File: config.mk
export PLATFORM = sky130hd
export DESIGN_NAME = lzwse_ctrl
export DESIGN_NICKNAME = d
export VERILOG_FILES = /design/src/rtl/lzwse_pkg.sv /design/src/rtl/lzwse_ctrl.sv
export SDC_FILE = /design/constraint.sdc
export NUM_CORES = 1
export LEC_CHECK = 0
export ABC_AREA = 1
export BUFFER_PORTS_ARGS = -buffer_cell sky130_fd_sc_hd__buf_2
export CAP_MARGIN = 20
export CORE_AREA = 2 2 39 41
export CTS_BUF_LIST = sky130_fd_sc_hd__clkbuf_16
export DETAILED_ROUTE_END_ITERATION = 12
export DIE_AREA = 0 0 41 43
export GPL_ROUTABILITY_DRIVEN = 0
export GPL_TIMING_DRIVEN = 0
export HOLD_SLACK_MARGIN = 0.03
export SETUP_SLACK_MARGIN = 0.15
export SYNTH_ARGS = -nofsm -noshare
export SYNTH_HDL_FRONTEND = slang
export SYNTH_SLANG_ARGS = --single-unit
File: constraint.sdc
create_clock -name clk -period 3.3 [get_ports clk]
set_clock_uncertainty 0.2 [all_clocks]
set_input_delay 0.33 -clock clk [delete_from_list [all_inputs] [get_ports clk]]
set_output_delay 0.33 -clock clk [all_outputs]
set_load 0.02 [all_outputs]
File: src/rtl/lzwse_pkg.sv
package lzwse_pkg;

  // Widths fixed by the stream format.
  localparam int IN_SYM_W  = 7;
  localparam int OUT_CODE_W = 12;

  // Generation mark kept in every hash slot. Mark zero means an empty slot.
  localparam int EPOCH_W = 8;

  // Commands from the controller to the datapath.
  typedef struct packed {
    logic clr_en;      // write an empty slot at the sweep counter and advance it
    logic first_sym;   // start a new prefix from the incoming symbol
    logic lookup;      // latch the item and read the slot its key hashes to
    logic probe_next;  // read the following slot of the probe chain
    logic hit;         // matched: the stored code becomes the prefix
    logic miss;        // emit the prefix, insert the pair if there is room, restart from the symbol
    logic flush;       // emit the final prefix and close the message
  } cmd_t;

  // Status from the datapath to the controller.
  typedef struct packed {
    logic prefix_valid;
    logic last;        // the item under lookup ends its message
    logic rd_match;    // slot just read holds the searched pair
    logic rd_empty;    // slot just read belongs to no live entry
    logic q_full;      // result queue cannot take another code
    logic clr_done;    // sweep counter is at the last slot
    logic epoch_wrap;  // generation mark is at its top value
  } status_t;

endpackage

File: src/rtl/lzwse_ctrl.sv
module lzwse_ctrl (
  input  logic                clk,
  input  logic                rst_n,
  input  logic                in_valid,
  input  logic                in_end_of_message,
  output logic                in_ready,
  input  lzwse_pkg::status_t  status,
  output lzwse_pkg::cmd_t     cmd
);

  typedef enum logic [3:0] {
    ST_CLEAR = 4'b0001,
    ST_IDLE  = 4'b0010,
    ST_CHECK = 4'b0100,
    ST_FLUSH = 4'b1000
  } state_t;

  state_t state_r, state_nxt;
  logic   accept;

  assign in_ready = (state_r == ST_IDLE);
  assign accept   = in_valid && in_ready;

  always_comb begin
    state_nxt = state_r;
    cmd       = '0;
    unique case (state_r)
      ST_CLEAR: begin
        cmd.clr_en = 1'b1;
        if (status.clr_done) begin
          state_nxt = ST_IDLE;
        end
      end
      ST_IDLE: begin
        if (accept) begin
          if (status.prefix_valid) begin
            cmd.lookup = 1'b1;
            state_nxt  = ST_CHECK;
          end else begin
            cmd.first_sym = 1'b1;
            if (in_end_of_message) begin
              state_nxt = ST_FLUSH;
            end
          end
        end
      end
      ST_CHECK: begin
        if (status.rd_match) begin
          cmd.hit   = 1'b1;
          state_nxt = status.last ? ST_FLUSH : ST_IDLE;
        end else if (status.rd_empty) begin
          if (!status.q_full) begin
            cmd.miss  = 1'b1;
            state_nxt = status.last ? ST_FLUSH : ST_IDLE;
          end
        end else begin
          cmd.probe_next = 1'b1;
        end
      end
      ST_FLUSH: begin
        if (!status.q_full) begin
          cmd.flush = 1'b1;
          state_nxt = status.epoch_wrap ? ST_CLEAR : ST_IDLE;
        end
      end
      default: begin
        state_nxt = ST_CLEAR;
      end
    endcase
  end

  always_ff @(posedge clk) begin
    if (!rst_n) begin
      state_r <= ST_CLEAR;
    end else begin
      state_r <= state_nxt;
    end
  end

endmodule

==> flow_metrics.tcl <==
set metrics [dict create \
    outcome "completed" \
    io_pins 19 \
    tns_ns 0 \
    antenna_cells_inserted 0 \
    top_register "state_r" \
    number_of_buffers_created_by_cts 3 \
    ys_types 16 \
    dpl.cell_count 102 \
    cts_tree "yes" \
    htree_num_levels 1 \
    routed_via_density 4.42 \
    max-slew-margin-rel 0.853 \
    largest_reg_flops 4 \
    syn-num-nets 79 \
    cts_num_sinks 4 \
    final_net_count 102 \
    timing.final.max_slew_violations 0 \
    tightestPinTransition_ns 0.221 \
    cellLeakagePower_nw 0.341 \
    timing.critical_path.from_type "register" \
    finish.cell_count_without_fillers 105 \
    drt_drc_violations_left 0 \
    flip_flop_and_latch_count_after_synthesis 4 \
    irDropWorstVdd_uv 456 \
    floorplan.initialDensity 0.289 \
    die_w_um 41 \
    hp-class "in2reg" \
    synth_largest_type_area_fraction 0.200 \
    root_buffer "clkbuf_16" \
    cts_resized 0 \
    overall_routing_resource_usage 0.111 \
    grt_pass1_vias 381 \
    crit_fanout 3 \
    pwr-share-comb 0.416 \
    layout_top_registers "state_r x4" \
    synthesis.area_um2 400 \
    yosys_warnings 0 \
    clk_transition_reported_paths_ns 0.03 \
    synth.top_cells.by_area "dfxtp_1 (20%), inv_1 (12%), nand3_1 (11%)" \
    insertion_delay_to_the_later_sink_of_the_worst_skew_pair_ns 0.22 \
    layout.filler_cells 143 \
    max_freq_mhz 547 \
    total_switching_power_mw 0.174 \
    cap_viol_max_count 0 \
    standard_cell_row_count 14 \
    via_count 464 \
    pin_count_of_the_biggest_net_entering_global_routing 8 \
    detail_route.wirelength_um 879 \
    layout_commonest_cell "buf_2" \
    die-area_um2 1760 \
    synth_cells 68 \
    clock_power_share 0.401 \
    core_area_um2 1380 \
    internal_power_mw 0.286 \
    rsz0062_at_grt "no" \
    hold_buffers 0 \
    crit_arrival_ns 1.30 \
    post-synth-top-area-cell "dfxtp_1" \
    sequential_to_total_area_share_from_yosys_stat 0.200 \
    cts_setup_buffers 0 \
    power_density_nw_per_um2 785 \
    globalRouteOverflowTotal 0 \
    syn-mean-instance-area_um2 5.89 \
    place.port_buffers 18 \
    dieHeight_um 43 \
    layout.cells.most_common_list "buf_2 (18), inv_1 (13), nor2_1 (11)" \
    drt-initial-drc-count 4 \
    crit_type "reg2out" \
    report.final.setup_viol 0 \
    grt_first_pass_wirelength_um 1310 \
    ctsLongestPathBuffers 2 \
    cp-end-kind "output port" \
    period_share 0.554 \
    postRouteAntennaNets 0 \
    area_growth_pct 46.3 \
    timing.final.crit_period_ns 1.83 \
    timing.critical_path.required_ns 2.77 \
    p_sw_frac 0.378 \
    hold_viol_final 0 \
    drive_above_1_share 0.404 \
    power.sequential.fraction 0.183 \
    dr.pass1.iters 2 \
    route.detailed.wl_per_inst_um 8.37 \
    grt_antenna_before_repair 0 \
    dpl.hpwl_um 788 \
]
[per-stage QoR]
stage	hold slack, ns	instance area, µm²	setup WS (ns)	total power [mW]	utilization
6_report	0.133	586	1.47	0.459	0.423
5_1_grt	0.141	586	1.37	0.500	0.423
4_1_cts	0.131	586	1.46	0.468	0.423
3_5_place_dp	0.357	510	1.70	0.279	0.369
3_3_place_gp	0.354	510	1.74	0.277	0.369
2_1_floorplan	0.214	400	1.66	0.232	-
[synth_stat cells]
cell       n
inv_1     13
nor2_1    11
nand2_1   10
nand3_1    9
dfxtp_1    4
nor2_2     4
nand2_2    3
nand3_2    3
inv_2      2
nand4_1    2
nor2_4     2
a21oi_1    1
a21oi_2    1
nand3b_1   1
nor3_1     1
o21ai_1    1
[power groups by stage]
stage	Clock (mW)	Sequential [mW]	Combinational (mW)
after floorplan	0	0.0827	0.150
after global placement	0	0.0843	0.193
after detailed placement	0	0.0847	0.194
after CTS	0.189	0.0841	0.194
after global routing	0.192	0.0865	0.221
final	0.184	0.0839	0.191
[logic make-up (layout without fill, tap and decap cells)]
| family | after synthesis | count (layout) | share of synthesized area |
|---|---|---|---|
| AND/OR/NAND/NOR | 46 | 46 | 0.612 |
| flip-flops | 4 | 4 | 0.200 |
| buffers and inverters | 15 | 36 | 0.141 |
| AO/OA/AOI/OAI | 3 | 3 | 0.0469 |
[final cells by class]
| class | instances | area (µm²) | share of cell area |
|---|---|---|---|
| inverter | 15 | 56.3 | 0.0962 |
| sequential | 4 | 80.1 | 0.137 |
| clock buffer | 3 | 75.1 | 0.128 |
| multi-input combinational | 49 | 264 | 0.451 |
| tap | 16 | 20.0 | 0.0342 |
| timing repair buffer | 18 | 90.1 | 0.154 |
[worst paths after layout]
kind	startpoint	end	slack, ns	cells after the start
worst max-delay path	state_r[1]$_SDFFE_PN0P_	cmd[4]	1.47	7
worst min-delay path	rst_n	state_r[0]$_SDFFE_PN1P_	0.13	2
worst max register to register	state_r[2]$_SDFFE_PN0P_	state_r[2]$_SDFFE_PN0P_	1.94	7
worst min register to register	state_r[2]$_SDFFE_PN0P_	state_r[2]$_SDFFE_PN0P_	0.36	2
[critical path, cell delays in order (launching register included)]
cell     delay [ns]
dfxtp_1        0.38
inv_1          0.07
nor2_2         0.14
nand2_2        0.08
inv_2          0.07
nand2_1        0.08
nor2_1         0.09
buf_2          0.17
[metal layers]
metal | routed length [µm] | GRT usage | vias to the layer above
li1 | - | - | 255
met1 | 387 | 0.107 | 201
met2 | 459 | 0.194 | 8
met3 | 33 | 0.0471 | 0
met4 | 0 | 0.0400 | 0
met5 | 0 | 0 | -
Power figures use the tool's default switching activity.
